### config.mk
export PLATFORM = sky130hd
export DESIGN_NAME = epoch_seconds_to_calendar
export DESIGN_NICKNAME = d
export VERILOG_FILES = /design/src/hw/rtl/ets_pkg.sv /design/src/hw/rtl/epoch_seconds_to_calendar.sv /design/src/hw/rtl/ets_useq.sv /design/src/hw/rtl/ets_dpath.sv
export SDC_FILE = /design/constraint.sdc
export NUM_CORES = 1
export LEC_CHECK = 0
export BUFFER_PORTS_ARGS = -buffer_cell sky130_fd_sc_hd__buf_2
export CAP_MARGIN = 20
export CORE_MARGIN = 3
export CORE_UTILIZATION = 55
export CTS_CLUSTER_SIZE = 20
export DETAILED_ROUTE_END_ITERATION = 10
export PLACE_DENSITY = 0.79
export SLEW_MARGIN = 20
export SYNTH_ARGS = -nofsm -noshare
export SYNTH_HDL_FRONTEND = slang
export SYNTH_HIERARCHICAL = 1
export SYNTH_SLANG_ARGS = --single-unit
### constraint.sdc
create_clock -name clk -period 7.7 [get_ports clk]
set_input_delay 0.77 -clock clk [delete_from_list [all_inputs] [get_ports clk]]
set_output_delay 0.77 -clock clk [all_outputs]
set_load 0.01 [all_outputs]
### src/hw/rtl/ets_pkg.sv
// Shared types, constants and microcode table for the epoch seconds to calendar converter.
`timescale 1ns / 1ps
`default_nettype none
package ets_pkg;

  // Supported input range is 0 .. 2^SECONDS_BITS - 1
  localparam int SECONDS_BITS = 34;

  localparam int EPOCH_W = 34;
  localparam int YEAR_W  = 12;
  localparam int MONTH_W = 4;
  localparam int DAY_W   = 5;
  localparam int HOUR_W  = 5;
  localparam int MIN_W   = 6;
  localparam int SEC_W   = 6;
  localparam int M100_W  = 7;
  localparam int M400_W  = 9;
  localparam int K_W     = 25;   // widest subtrahend: seconds in a leap year

  // Mask of input bits that lie above the supported range
  localparam logic [63:0]        LOW_MASK64 = (64'd1 << SECONDS_BITS) - 64'd1;
  localparam logic [EPOCH_W-1:0] HI_MASK    = ~LOW_MASK64[EPOCH_W-1:0];

  localparam logic [K_W-1:0] SECS_YEAR      = K_W'(365 * 86400);
  localparam logic [K_W-1:0] SECS_LEAP_YEAR = K_W'(366 * 86400);
  localparam logic [K_W-1:0] SECS_DAY       = K_W'(86400);
  localparam logic [K_W-1:0] SECS_HOUR      = K_W'(3600);
  localparam logic [K_W-1:0] SECS_MIN       = K_W'(60);

  localparam logic [YEAR_W-1:0] BASE_YEAR    = YEAR_W'(1970);
  localparam logic [M100_W-1:0] BASE_MOD100  = M100_W'(1970 % 100);
  localparam logic [M400_W-1:0] BASE_MOD400  = M400_W'(1970 % 400);
  localparam logic [M100_W-1:0] LAST_MOD100  = M100_W'(99);
  localparam logic [M400_W-1:0] LAST_MOD400  = M400_W'(399);
  localparam logic [MONTH_W-1:0] FIRST_MONTH = MONTH_W'(1);

  // Sequencer steps
  typedef enum logic [2:0] {
    S_IDLE,
    S_YEAR,
    S_MONTH,
    S_DAY,
    S_HOUR,
    S_MIN,
    S_EMIT
  } step_t;

  // Jump conditions
  typedef enum logic [1:0] {
    COND_IN,        // input word offered
    COND_LT,        // accumulator below the selected unit
    COND_OUT_FREE   // output register can take a word
  } cond_t;

  // Which unit the accumulator is measured against
  typedef enum logic [2:0] {
    K_NONE,
    K_YEAR,
    K_MONTH,
    K_DAY,
    K_HOUR,
    K_MIN
  } ksel_t;

  typedef struct packed {
    cond_t cond;
    ksel_t ksel;
    logic  load;
    logic  emit;
    step_t jump;
  } ucode_t;

  // Sequencer to datapath
  typedef struct packed {
    logic  in_ready;
    logic  load;
    logic  sub;
    logic  emit;
    ksel_t ksel;
  } ctrl_t;

  // Datapath to sequencer
  typedef struct packed {
    logic lt;
  } stat_t;

  typedef struct packed {
    logic [YEAR_W-1:0]  year;
    logic [MONTH_W-1:0] month;
    logic [DAY_W-1:0]   day;
    logic [HOUR_W-1:0]  hour;
    logic [MIN_W-1:0]   minute;
    logic [SEC_W-1:0]   second;
    logic               oor;
  } res_t;

  // Microcode: on a true condition take the jump, otherwise hold the step
  // (and in a walk step, subtract one unit and count it).
  function automatic ucode_t ucode_rom(input step_t s);
    ucode_t w;
    w = '{cond: COND_LT, ksel: K_NONE, load: 1'b0, emit: 1'b0, jump: S_IDLE};
    case (s)
      S_IDLE: begin
        w.cond = COND_IN;
        w.load = 1'b1;
        w.jump = S_YEAR;
      end
      S_YEAR: begin
        w.ksel = K_YEAR;
        w.jump = S_MONTH;
      end
      S_MONTH: begin
        w.ksel = K_MONTH;
        w.jump = S_DAY;
      end
      S_DAY: begin
        w.ksel = K_DAY;
        w.jump = S_HOUR;
      end
      S_HOUR: begin
        w.ksel = K_HOUR;
        w.jump = S_MIN;
      end
      S_MIN: begin
        w.ksel = K_MIN;
        w.jump = S_EMIT;
      end
      S_EMIT: begin
        w.cond = COND_OUT_FREE;
        w.emit = 1'b1;
        w.jump = S_IDLE;
      end
      default: begin
        w.cond = COND_IN;
        w.jump = S_IDLE;
      end
    endcase
    return w;
  endfunction

  // Seconds in month m (1..12)
  function automatic logic [K_W-1:0] month_secs(input logic [MONTH_W-1:0] m, input logic lp);
    logic [K_W-1:0] r;
    case (m)
      4'd2:                 r = lp ? K_W'(29 * 86400) : K_W'(28 * 86400);
      4'd4, 4'd6, 4'd9,
      4'd11:                r = K_W'(30 * 86400);
      default:              r = K_W'(31 * 86400);
    endcase
    return r;
  endfunction

endpackage
`default_nettype wire

### src/hw/rtl/epoch_seconds_to_calendar.sv
// Top level: seconds-since-epoch to Gregorian date and time of day.
// The walk makes one subtraction per whole year past 1970, per whole month, per whole day,
//   per hour and per minute, so its run time grows with the date.
// Throughput: one word at a time; the next word is taken the cycle after the previous one
//   has moved to the output register.
// Reset (rst, synchronous): sequencer returns to idle, output register empties.
`timescale 1ns / 1ps
`default_nettype none
module epoch_seconds_to_calendar
  import ets_pkg::*;
(
  input  wire logic               clk,
  input  wire logic               rst,
  input  wire logic               in_valid,
  output logic                    in_stall,
  input  wire logic [EPOCH_W-1:0] epoch_seconds,
  output logic                    out_valid,
  input  wire logic               out_stall,
  output logic [YEAR_W-1:0]       cal_year,
  output logic [MONTH_W-1:0]      cal_month,
  output logic [DAY_W-1:0]        cal_day,
  output logic [HOUR_W-1:0]       hour_of_day,
  output logic [MIN_W-1:0]        minute_of_hour,
  output logic [SEC_W-1:0]        second_of_minute,
  output logic                    out_of_range
);

  // The conversion is a walk of repeated subtraction on one 34-bit accumulator.
  // Each walk step of the microcode subtracts one unit (year, month, day, hour,
  // minute) per cycle while it fits and counts it; when it no longer fits the
  // sequencer jumps to the next unit. What is left after minutes is the second.
  // The year walk dominates the run time, one subtraction per year past 1970.

  ctrl_t ctrl;
  stat_t stat;
  res_t  res;
  logic  out_free;

  // Output register is free when empty or being drained this cycle
  assign out_free = ~out_valid | ~out_stall;
  assign in_stall = ~ctrl.in_ready;

  ets_useq u_useq (
    .clk      (clk),
    .rst      (rst),
    .in_valid (in_valid),
    .out_free (out_free),
    .stat     (stat),
    .ctrl     (ctrl)
  );

  ets_dpath u_dpath (
    .clk           (clk),
    .ctrl          (ctrl),
    .epoch_seconds (epoch_seconds),
    .stat          (stat),
    .res           (res)
  );

  // Output word register
  always_ff @(posedge clk) begin
    if (rst) begin
      out_valid <= 1'b0;
    end else if (ctrl.emit) begin
      out_valid <= 1'b1;
    end else if (~out_stall) begin
      out_valid <= 1'b0;
    end
  end

  always_ff @(posedge clk) begin
    if (ctrl.emit) begin
      cal_year         <= res.year;
      cal_month        <= res.month;
      cal_day          <= res.day;
      hour_of_day      <= res.hour;
      minute_of_hour   <= res.minute;
      second_of_minute <= res.second;
      out_of_range     <= res.oor;
    end
  end

endmodule
`default_nettype wire

### src/hw/rtl/ets_useq.sv
// Microcode sequencer: step register, control ROM and conditional jump.
`timescale 1ns / 1ps
`default_nettype none
module ets_useq
  import ets_pkg::*;
(
  input  wire logic  clk,
  input  wire logic  rst,
  input  wire logic  in_valid,
  input  wire logic  out_free,
  input  wire stat_t stat,
  output ctrl_t      ctrl
);

  step_t  step;
  step_t  step_next;
  ucode_t uw;
  logic   go;

  always_ff @(posedge clk) begin
    if (rst) begin
      step <= S_IDLE;
    end else begin
      step <= step_next;
    end
  end

  always_comb begin
    uw = ucode_rom(step);
    case (uw.cond)
      COND_IN:       go = in_valid;
      COND_LT:       go = stat.lt;
      COND_OUT_FREE: go = out_free;
      default:       go = 1'b1;
    endcase
    step_next     = go ? uw.jump : step;
    ctrl.in_ready = (uw.cond == COND_IN);
    ctrl.load     = uw.load & go;
    ctrl.emit     = uw.emit & go;
    ctrl.sub      = (uw.ksel != K_NONE) & ~go;
    ctrl.ksel     = uw.ksel;
  end

endmodule
`default_nettype wire

### src/hw/rtl/ets_dpath.sv
// Datapath: seconds accumulator, unit subtractor and calendar counters.
`timescale 1ns / 1ps
`default_nettype none
module ets_dpath
  import ets_pkg::*;
(
  input  wire logic               clk,
  input  wire ctrl_t              ctrl,
  input  wire logic [EPOCH_W-1:0] epoch_seconds,
  output stat_t                   stat,
  output res_t                    res
);

  logic [EPOCH_W-1:0] acc;
  logic               oor;
  logic [YEAR_W-1:0]  year;
  logic [M100_W-1:0]  ymod100;
  logic [M400_W-1:0]  ymod400;
  logic [MONTH_W-1:0] month;
  logic [DAY_W-1:0]   day;
  logic [HOUR_W-1:0]  hour;
  logic [MIN_W-1:0]   minute;

  logic               leap;
  logic               in_range;
  logic [K_W-1:0]     unit;
  logic [EPOCH_W:0]   diff;

  // Full Gregorian rule from the mod-4/100/400 counters
  assign leap = ((year[1:0] == 2'd0) && (ymod100 != '0)) || (ymod400 == '0);
  assign in_range = ((epoch_seconds & HI_MASK) == '0);

  always_comb begin
    case (ctrl.ksel)
      K_YEAR:  unit = leap ? SECS_LEAP_YEAR : SECS_YEAR;
      K_MONTH: unit = month_secs(month, leap);
      K_DAY:   unit = SECS_DAY;
      K_HOUR:  unit = SECS_HOUR;
      K_MIN:   unit = SECS_MIN;
      default: unit = '0;
    endcase
    diff    = {1'b0, acc} - {{(EPOCH_W + 1 - K_W){1'b0}}, unit};
    stat.lt = diff[EPOCH_W];
  end

  always_ff @(posedge clk) begin
    if (ctrl.load) begin
      acc     <= in_range ? epoch_seconds : '0;
      oor     <= ~in_range;
      year    <= BASE_YEAR;
      ymod100 <= BASE_MOD100;
      ymod400 <= BASE_MOD400;
      month   <= FIRST_MONTH;
      day     <= '0;
      hour    <= '0;
      minute  <= '0;
    end else if (ctrl.sub) begin
      acc <= diff[EPOCH_W-1:0];
      case (ctrl.ksel)
        K_YEAR: begin
          year    <= year + YEAR_W'(1);
          ymod100 <= (ymod100 == LAST_MOD100) ? '0 : ymod100 + M100_W'(1);
          ymod400 <= (ymod400 == LAST_MOD400) ? '0 : ymod400 + M400_W'(1);
        end
        K_MONTH: month  <= month + MONTH_W'(1);
        K_DAY:   day    <= day + DAY_W'(1);
        K_HOUR:  hour   <= hour + HOUR_W'(1);
        K_MIN:   minute <= minute + MIN_W'(1);
        default: begin
        end
      endcase
    end
  end

  // Out-of-range words carry only the flag
  always_comb begin
    res.oor    = oor;
    res.year   = oor ? '0 : year;
    res.month  = oor ? '0 : month;
    res.day    = oor ? '0 : day + DAY_W'(1);
    res.hour   = oor ? '0 : hour;
    res.minute = oor ? '0 : minute;
    res.second = oor ? '0 : acc[SEC_W-1:0];
  end

endmodule
`default_nettype wire

==> metrics, run 1 <==
Crit. End Element flip-flop; CP max FO 20; worst skew pair latency 0.41 ns; Reg power frac 0.350; die width 119 um; critical path arrival 6.17 ns; drt pass-1 iters 6; status finished clean; Syn. warnings 6; RSZ-0062 raised after global routing no; synthesized area per cell 9.61 um2; Worst Max-Slew Pin Slew 0.852 ns; Site Rows 40; GRT overflow 0; clock root cell clkbuf_16; Async S/R FF share, synth 0; Core ar. 12300 um2; Worst Setup Start Kind flip-flop; Final #Nets 857; commonest cells after routing, fill and taps aside nand2_1 (78), buf_2 (78), edfxtp_1 (73); Via density 5.68; Clock Path Buffers 2; post-synthesis instance total 733; Post-synth EDFFs 73; Routed WL 14.7 mm; IO Count 79; antenna violations before repair 0; Post-Layout Cell Count 965; number of global-route vias before repair 5326; diodes inserted 0; filler instances 991; layout cells sized above 1 0.168; clock share of power 0.315; post-CTS sizing 0; VDD IR max 0.225 mV; DR iter-0 viols 294; cts hold-fix bufs 0; CTS tree yes; Maximum Capacitance Violations 0; initial cell density of the core 0.575; Synth Flop Type edfxtp_1; Post-Syn Nets 806; worst setup path category flip-flop to flip-flop; port bufs 78; final hold vios 0; H-tree depth 4; RD Place Congestion 0.902; P&R area growth vs syn 13.9%; post-synthesis cell type count 78; Sink Count 125; CP Data Required Time 7.98 ns; Max Clk Rate 0.170 GHz; Die H 119 um; routed len/inst 15.3 um; drt drc 0; internal power 1.60 mW; fin crit share 0.765; largest net degree at the start of global routing 65; min Tclk post-route 5.89 ns; Worst Skew 0.00657 ns; post-CTS setup buffer count 0; Clock transition at path regs 0.06 ns; first-pass GRT wire length 24.9 mm; switching share of power 0.350; GRT Overall Usage 0.217; fin. max-slew vios 0; Static Leakage 3.04 nW; DR vias 5481; mapped cell area 7050 um2; Final setup viols 0; Switch Pwr 0.863 mW; cts bufs inserted 17; Antenna Nets Post-Route 0; final core occ 0.654; Pwr Density 307 nW/um2; Synth Register Bits 125; post-synthesis sequential area ratio 0.459; hold crit path type flip-flop to flip-flop; relative slew slack 0.431; final setup margin 1.81 ns; hpwl dp 10.7 mm; Placed Instances 933; die footprint 14200 um2; setup TNS 0 ns; Logic pwr share 0.336; post-place setup slack 1.84 ns
==> state kept, by name (all words and copies together) (netlist names) <==
name / flops
out_of_range: 1
cal_year: 12
hour_of_day: 5
u_dpath/acc: 34
u_useq/step: 3
u_dpath/minute: 6
u_dpath/day: 5
minute_of_hour: 6
u_dpath/year: 12
cal_month: 4
u_dpath/month: 4
u_dpath/ymod400: 9
u_dpath/ymod100: 7
u_dpath/hour: 5
out_valid: 1
second_of_minute: 6
cal_day: 5
==> per-layer routing <==
layer	GRT usage	up-vias	part of all wire
met2	0.356	147	0.47
met4	0.0912	0	0.024
met5	0	-	0
met1	0.278	2555	0.46
li1	-	2748	-
met3	0.0456	31	0.044
==> cell type report <==
cell class,instances,area (um2),area share
Multi-Input combinational cell,531,3480,0.434
Sequential cell,125,3230,0.403
Timing Repair Buffer,81,413,0.0515
Inverter,28,105,0.0131
Clock buffer,19,453,0.0564
Tap cell,168,210,0.0262
Clock inverter,13,130,0.0162
==> synth_stat cells, types with 6 or more instances <==
| cell type | instances | share of area |
|---|---|---|
| o21ai_1 | 12 | 0.0085 |
| nor4_1 | 7 | 0.0062 |
| o21ai_0 | 36 | 0.026 |
| a21oi_1 | 44 | 0.031 |
| nor2b_1 | 6 | 0.0053 |
| buf_4 | 10 | 0.011 |
| or3_1 | 8 | 0.0071 |
| xnor2_1 | 32 | 0.040 |
| clkbuf_1 | 23 | 0.012 |
| inv_1 | 27 | 0.014 |
| nand4_1 | 17 | 0.015 |
| ha_1 | 34 | 0.060 |
| dfxtp_1 | 52 | 0.15 |
| nor2_1 | 62 | 0.033 |
| xor2_1 | 28 | 0.035 |
| nor3b_1 | 6 | 0.0064 |
| nand2_1 | 78 | 0.042 |
| and2_1 | 11 | 0.0098 |
| nand2b_1 | 10 | 0.0089 |
| nor3_1 | 11 | 0.0078 |
| buf_2 | 13 | 0.0092 |
| a21o_1 | 8 | 0.0085 |
| mux2i_1 | 6 | 0.0085 |
| nand3_1 | 23 | 0.016 |
| edfxtp_1 | 73 | 0.31 |
==> through the flow <==
stage,hold WS [ns],total power [mW],cell area [um2]
2_1_floorplan,0.428,1.53,7050
3_3_place_gp,0.439,1.68,7440
3_5_place_dp,0.442,1.69,7440
4_1_cts,0.455,2.48,8020
5_1_grt,0.460,2.62,8020
6_report,0.455,2.47,8020
==> final timing paths <==
check	from	to	slack, ns	cells after the start
setup / recovery	u_dpath/year[0]	u_dpath/year[11]	1.81	25
hold / removal	u_dpath/hour[4]	hour_of_day[4]	0.46	0
setup reg to reg	u_dpath/year[0]	u_dpath/year[11]	1.81	25
hold reg to reg	u_dpath/hour[4]	hour_of_day[4]	0.46	0
==> cell families (layout without fill, tap and decap cells) <==
| kind of cell | after synthesis | after routing | synth area share |
|---|---|---|---|
| compound gates | 165 | 165 | 0.159 |
| xor+xnor | 60 | 60 | 0.0746 |
| fa+ha+maj | 35 | 35 | 0.0632 |
| buf+inv | 77 | 141 | 0.0488 |
| flops | 125 | 125 | 0.459 |
| mux | 8 | 8 | 0.0117 |
| other cells | 1 | 1 | 0.000532 |
| simple gates | 262 | 262 | 0.183 |
==> power by group through the flow <==
| stage | registers (mW) | logic [mW] | clock network, mW |
|---|---|---|---|
| 4_1_cts | 0.862 | 0.820 | 0.793 |
| 6_report | 0.863 | 0.829 | 0.776 |
| 3_3_place_gp | 0.875 | 0.805 | 0 |
| 5_1_grt | 0.871 | 0.928 | 0.824 |
| 2_1_floorplan | 0.842 | 0.687 | 0 |
| 3_5_place_dp | 0.875 | 0.813 | 0 |
==> worst max-delay path: stages, from the launching register on <==
cell	delay [ns]
dfxtp_1	0.42
inv_1	0.07
ha_1	0.20
inv_1	0.05
a41oi_1	0.03
a31oi_1	0.50
nand2_1	0.20
nor2_1	0.13
a21oi_1	0.05
o22a_1	0.21
ha_1	0.44
a21oi_1	0.10
o21ai_0	0.48
a31oi_1	0.22
a31oi_2	0.28
a21boi_1	0.13
and2_1	0.24
a211oi_1	0.54
nand2_1	0.16
nor3_2	0.15
buf_4	0.26
nand3_1	0.12
nor3_1	0.39
nand3_1	0.16
xor2_1	0.17
nor2_1	0.05
Power figures use the tool's default switching activity.
==> run 2, diff against run 1 <==
--- a/config.mk
+++ b/config.mk
@@ -8,7 +8,7 @@
 export BUFFER_PORTS_ARGS = -buffer_cell sky130_fd_sc_hd__buf_2
 export CAP_MARGIN = 20
 export CORE_MARGIN = 3
-export CORE_UTILIZATION = 55
+export CORE_UTILIZATION = 53
 export CTS_CLUSTER_SIZE = 20
 export DETAILED_ROUTE_END_ITERATION = 10
 export PLACE_DENSITY = 0.79
==> constraint.sdc (replaced) <==
create_clock -name clk -period 5.15 [get_ports clk]
set_input_delay 0.515 -clock clk [delete_from_list [all_inputs] [get_ports clk]]
set_output_delay 0.515 -clock clk [all_outputs]
set_load 0.01 [all_outputs]
==> run 2 against run 1 <==
  * Clock skew up 0.00059 ns
  * Clock power up 52%
  * Count of clock-buffer cells in the layout down 1
  * Maximum frequency up 22%
  * Sequential power up 49%
  * Sequential share of layout area down 0.76 points
  * Die area up 3.6%
  * Hold slack worse by 0.13 ns
  * Wire length up 3.5%
  * Critical endpoint is now u_dpath/year[9]
  * Largest power group unchanged
==> metrics, run 2 (synthesis results as in run 1) <==
fin. max-slew vios 0 (unchanged); Worst path max stage delay 0.56 ns (+0.02 ns); CP Capture Point u_dpath/year[9]; VDD IR max 0.235 mV (+4.6%); Sink Count 125 (unchanged); drt drc 0 (unchanged); R2R cell count 19 (-24%); GRT overflow 0 (unchanged); Clock transition at path regs 0.06 ns (about the same); final core occ 0.639 (-0.0155); CP max FO 18 (-10%); H-tree depth 4 (unchanged); drt pass-1 iters 5 (-1); relative slew slack 0.555 (+0.124); Crit. End Element flip-flop; antenna violations before repair 0 (unchanged); worst setup path category flip-flop to flip-flop; Clock Path Buffers 2 (unchanged); Static Leakage 3.14 nW (+3.2%); worst skew pair latency 0.42 ns (about the same); Via density 5.63 (-0.90%); Slowest-stage cell, CP dfxtp_1; diodes inserted 0 (unchanged); Worst Skew 0.00716 ns (+0.000593 ns); Worst Setup Start Kind flip-flop; hpwl dp 11.0 mm (+2.8%); Core ar. 12800 um2 (+4.6%); fin crit share 0.937 (+0.171); clock root cell clkbuf_16; Max Clk Rate 0.207 GHz (+22%); status finished clean; Biggest register u_dpath/acc; register-to-register path setup slack 0.33 ns (-1.48 ns); DR vias 5533 (+0.95%); IO Count 79 (unchanged); Largest register FFs 34 (unchanged); Die H 121 um (+1.8%); first-pass GRT wire length 25.6 mm (+2.5%); Final setup viols 0 (unchanged); worst hold margin 0.326 ns (-0.129 ns); routed len/inst 15.5 um (+1.6%); final hold vios 0 (unchanged); R2R Path Start u_useq/step[0]; DP Area 7570 um2 (+1.7%); Antenna Nets Post-Route 0 (unchanged); CP Launch Point u_useq/step[0]; P&R area growth vs syn 16.3%; cts bufs inserted 17 (unchanged); RD Place Congestion 0.921 (+2.1%); Routed WL 15.2 mm (+3.5%); RSZ-0062 raised after global routing no; port bufs 78 (unchanged); Final #Nets 871 (+1.6%); die width 121 um (+1.8%); GRT Overall Usage 0.218 (+0.00130); Pwr Density 459 nW/um2 (+49%); largest net degree at the start of global routing 63 (-3.1%); CP Data Required Time 5.43 ns (-2.55 ns); cts hold-fix bufs 0 (unchanged); initial cell density of the core 0.549 (-0.0252); worst path cell trace and2_2 > nor3b_1 > a22oi_1 > ha_1 > and2_2 > nand3_1 > a211o_2 > a31oi_2 > a21boi_1 > and2_1 > a211oi_2 > nand2_1 > nor3_2 > buf_4 > nand3_1 > nor3_4 > nand3_1 > xor2_1 > nand2_1; final non-filler cell area 8190 um2 (+2.1%); Worst Max-Slew Pin Slew 0.661 ns (-0.191 ns); R2R Path End u_dpath/year[9]; hold crit path type input pin to flip-flop; Maximum Capacitance Violations 0 (unchanged); biggest regs u_dpath/acc: 34 flops, cal_year: 12 flops, u_dpath/year: 12 flops; min Tclk post-route 4.82 ns (-1.07 ns); post-CTS setup buffer count 0 (unchanged); number of global-route vias before repair 5366 (+0.75%); Site Rows 41 (+2.5%); commonest cells after routing, fill and taps aside nand2_1 (78), buf_2 (78), edfxtp_1 (73); layout cells sized above 1 0.192 (+0.0242); critical path arrival 5.10 ns (-1.07 ns); die footprint 14700 um2 (+3.6%); CTS tree yes; most frequent CP cell nand3_1; DR iter-0 viols 361 (+23%)
-- run 2: worst max-delay path: cells and delay by family (launching register included) --
family	cells	cell delay, ns
AND/OR/NAND/NOR	11	2.25
AO/OA/AOI/OAI	5	1.08
flip-flops	1	0.56
adder cells (fa/ha/maj)	1	0.39
buffers and inverters	1	0.22
XOR/XNOR	1	0.17
-- run 2: layer usage --
layer  wire length (um)  GRT usage  vias up  part of all wire
met5                  0          0        -                 0
met4                318     0.0847        0             0.021
met3                765     0.0550       32             0.050
met2               7410      0.363      138              0.49
met1               6740      0.273     2596              0.44
li1                   -          -     2767                 -
-- run 2: worst min-delay path by stage --
stage	from	end	slack (ns)	cells after the start
final	rst	u_useq/step[1]	0.33	2
after detailed placement	u_dpath/acc[1]	second_of_minute[1]	0.42	0
after global placement	u_dpath/acc[1]	second_of_minute[1]	0.43	0
after global routing	rst	out_valid	0.31	2
after floorplan	u_dpath/year[11]	cal_year[11]	0.43	0
after CTS	rst	out_valid	0.31	2
-- run 2: layout make-up --
class / count / area (um2)
Clock buffer: 18 / 429
Clock inverter: 14 / 160
Fill cell: 1056 / 4630
Inverter: 28 / 105
Multi-Input combinational cell: 531 / 3510
Sequential cell: 125 / 3240
Tap cell: 172 / 215
Timing Repair Buffer: 95 / 531
-- run 2: timing repair --
action,4_1_cts,5_1_grt
setup endpoints to repair,2,19
pin swaps,0,1
resized for setup,2,8
cloned,0,0
-- run 2: per-stage QoR --
stage / setup WS, ns / TNS (ns) / instances / power [mW]
2_1_floorplan: 0.0778 / 0 / 733 / 2.29
6_report: 0.326 / 0 / 983 / 3.76
4_1_cts: 0.0590 / 0 / 983 / 3.76
3_5_place_dp: -0.0524 / -0.0655 / 951 / 2.56
5_1_grt: 0.00702 / 0 / 983 / 3.99
3_3_place_gp: 0.234 / 0 / 951 / 2.55
-- run 2: report_power, final --
| group | switching (mW) | leakage (nW) | internal [mW] |
|---|---|---|---|
| Combinational | 0.759 | 1.74 | 0.529 |
| Clock | 0.463 | 0.280 | 0.721 |
| Sequential | 0.0892 | 1.12 | 1.20 |
| Total | 1.31 | 3.14 | 2.45 |
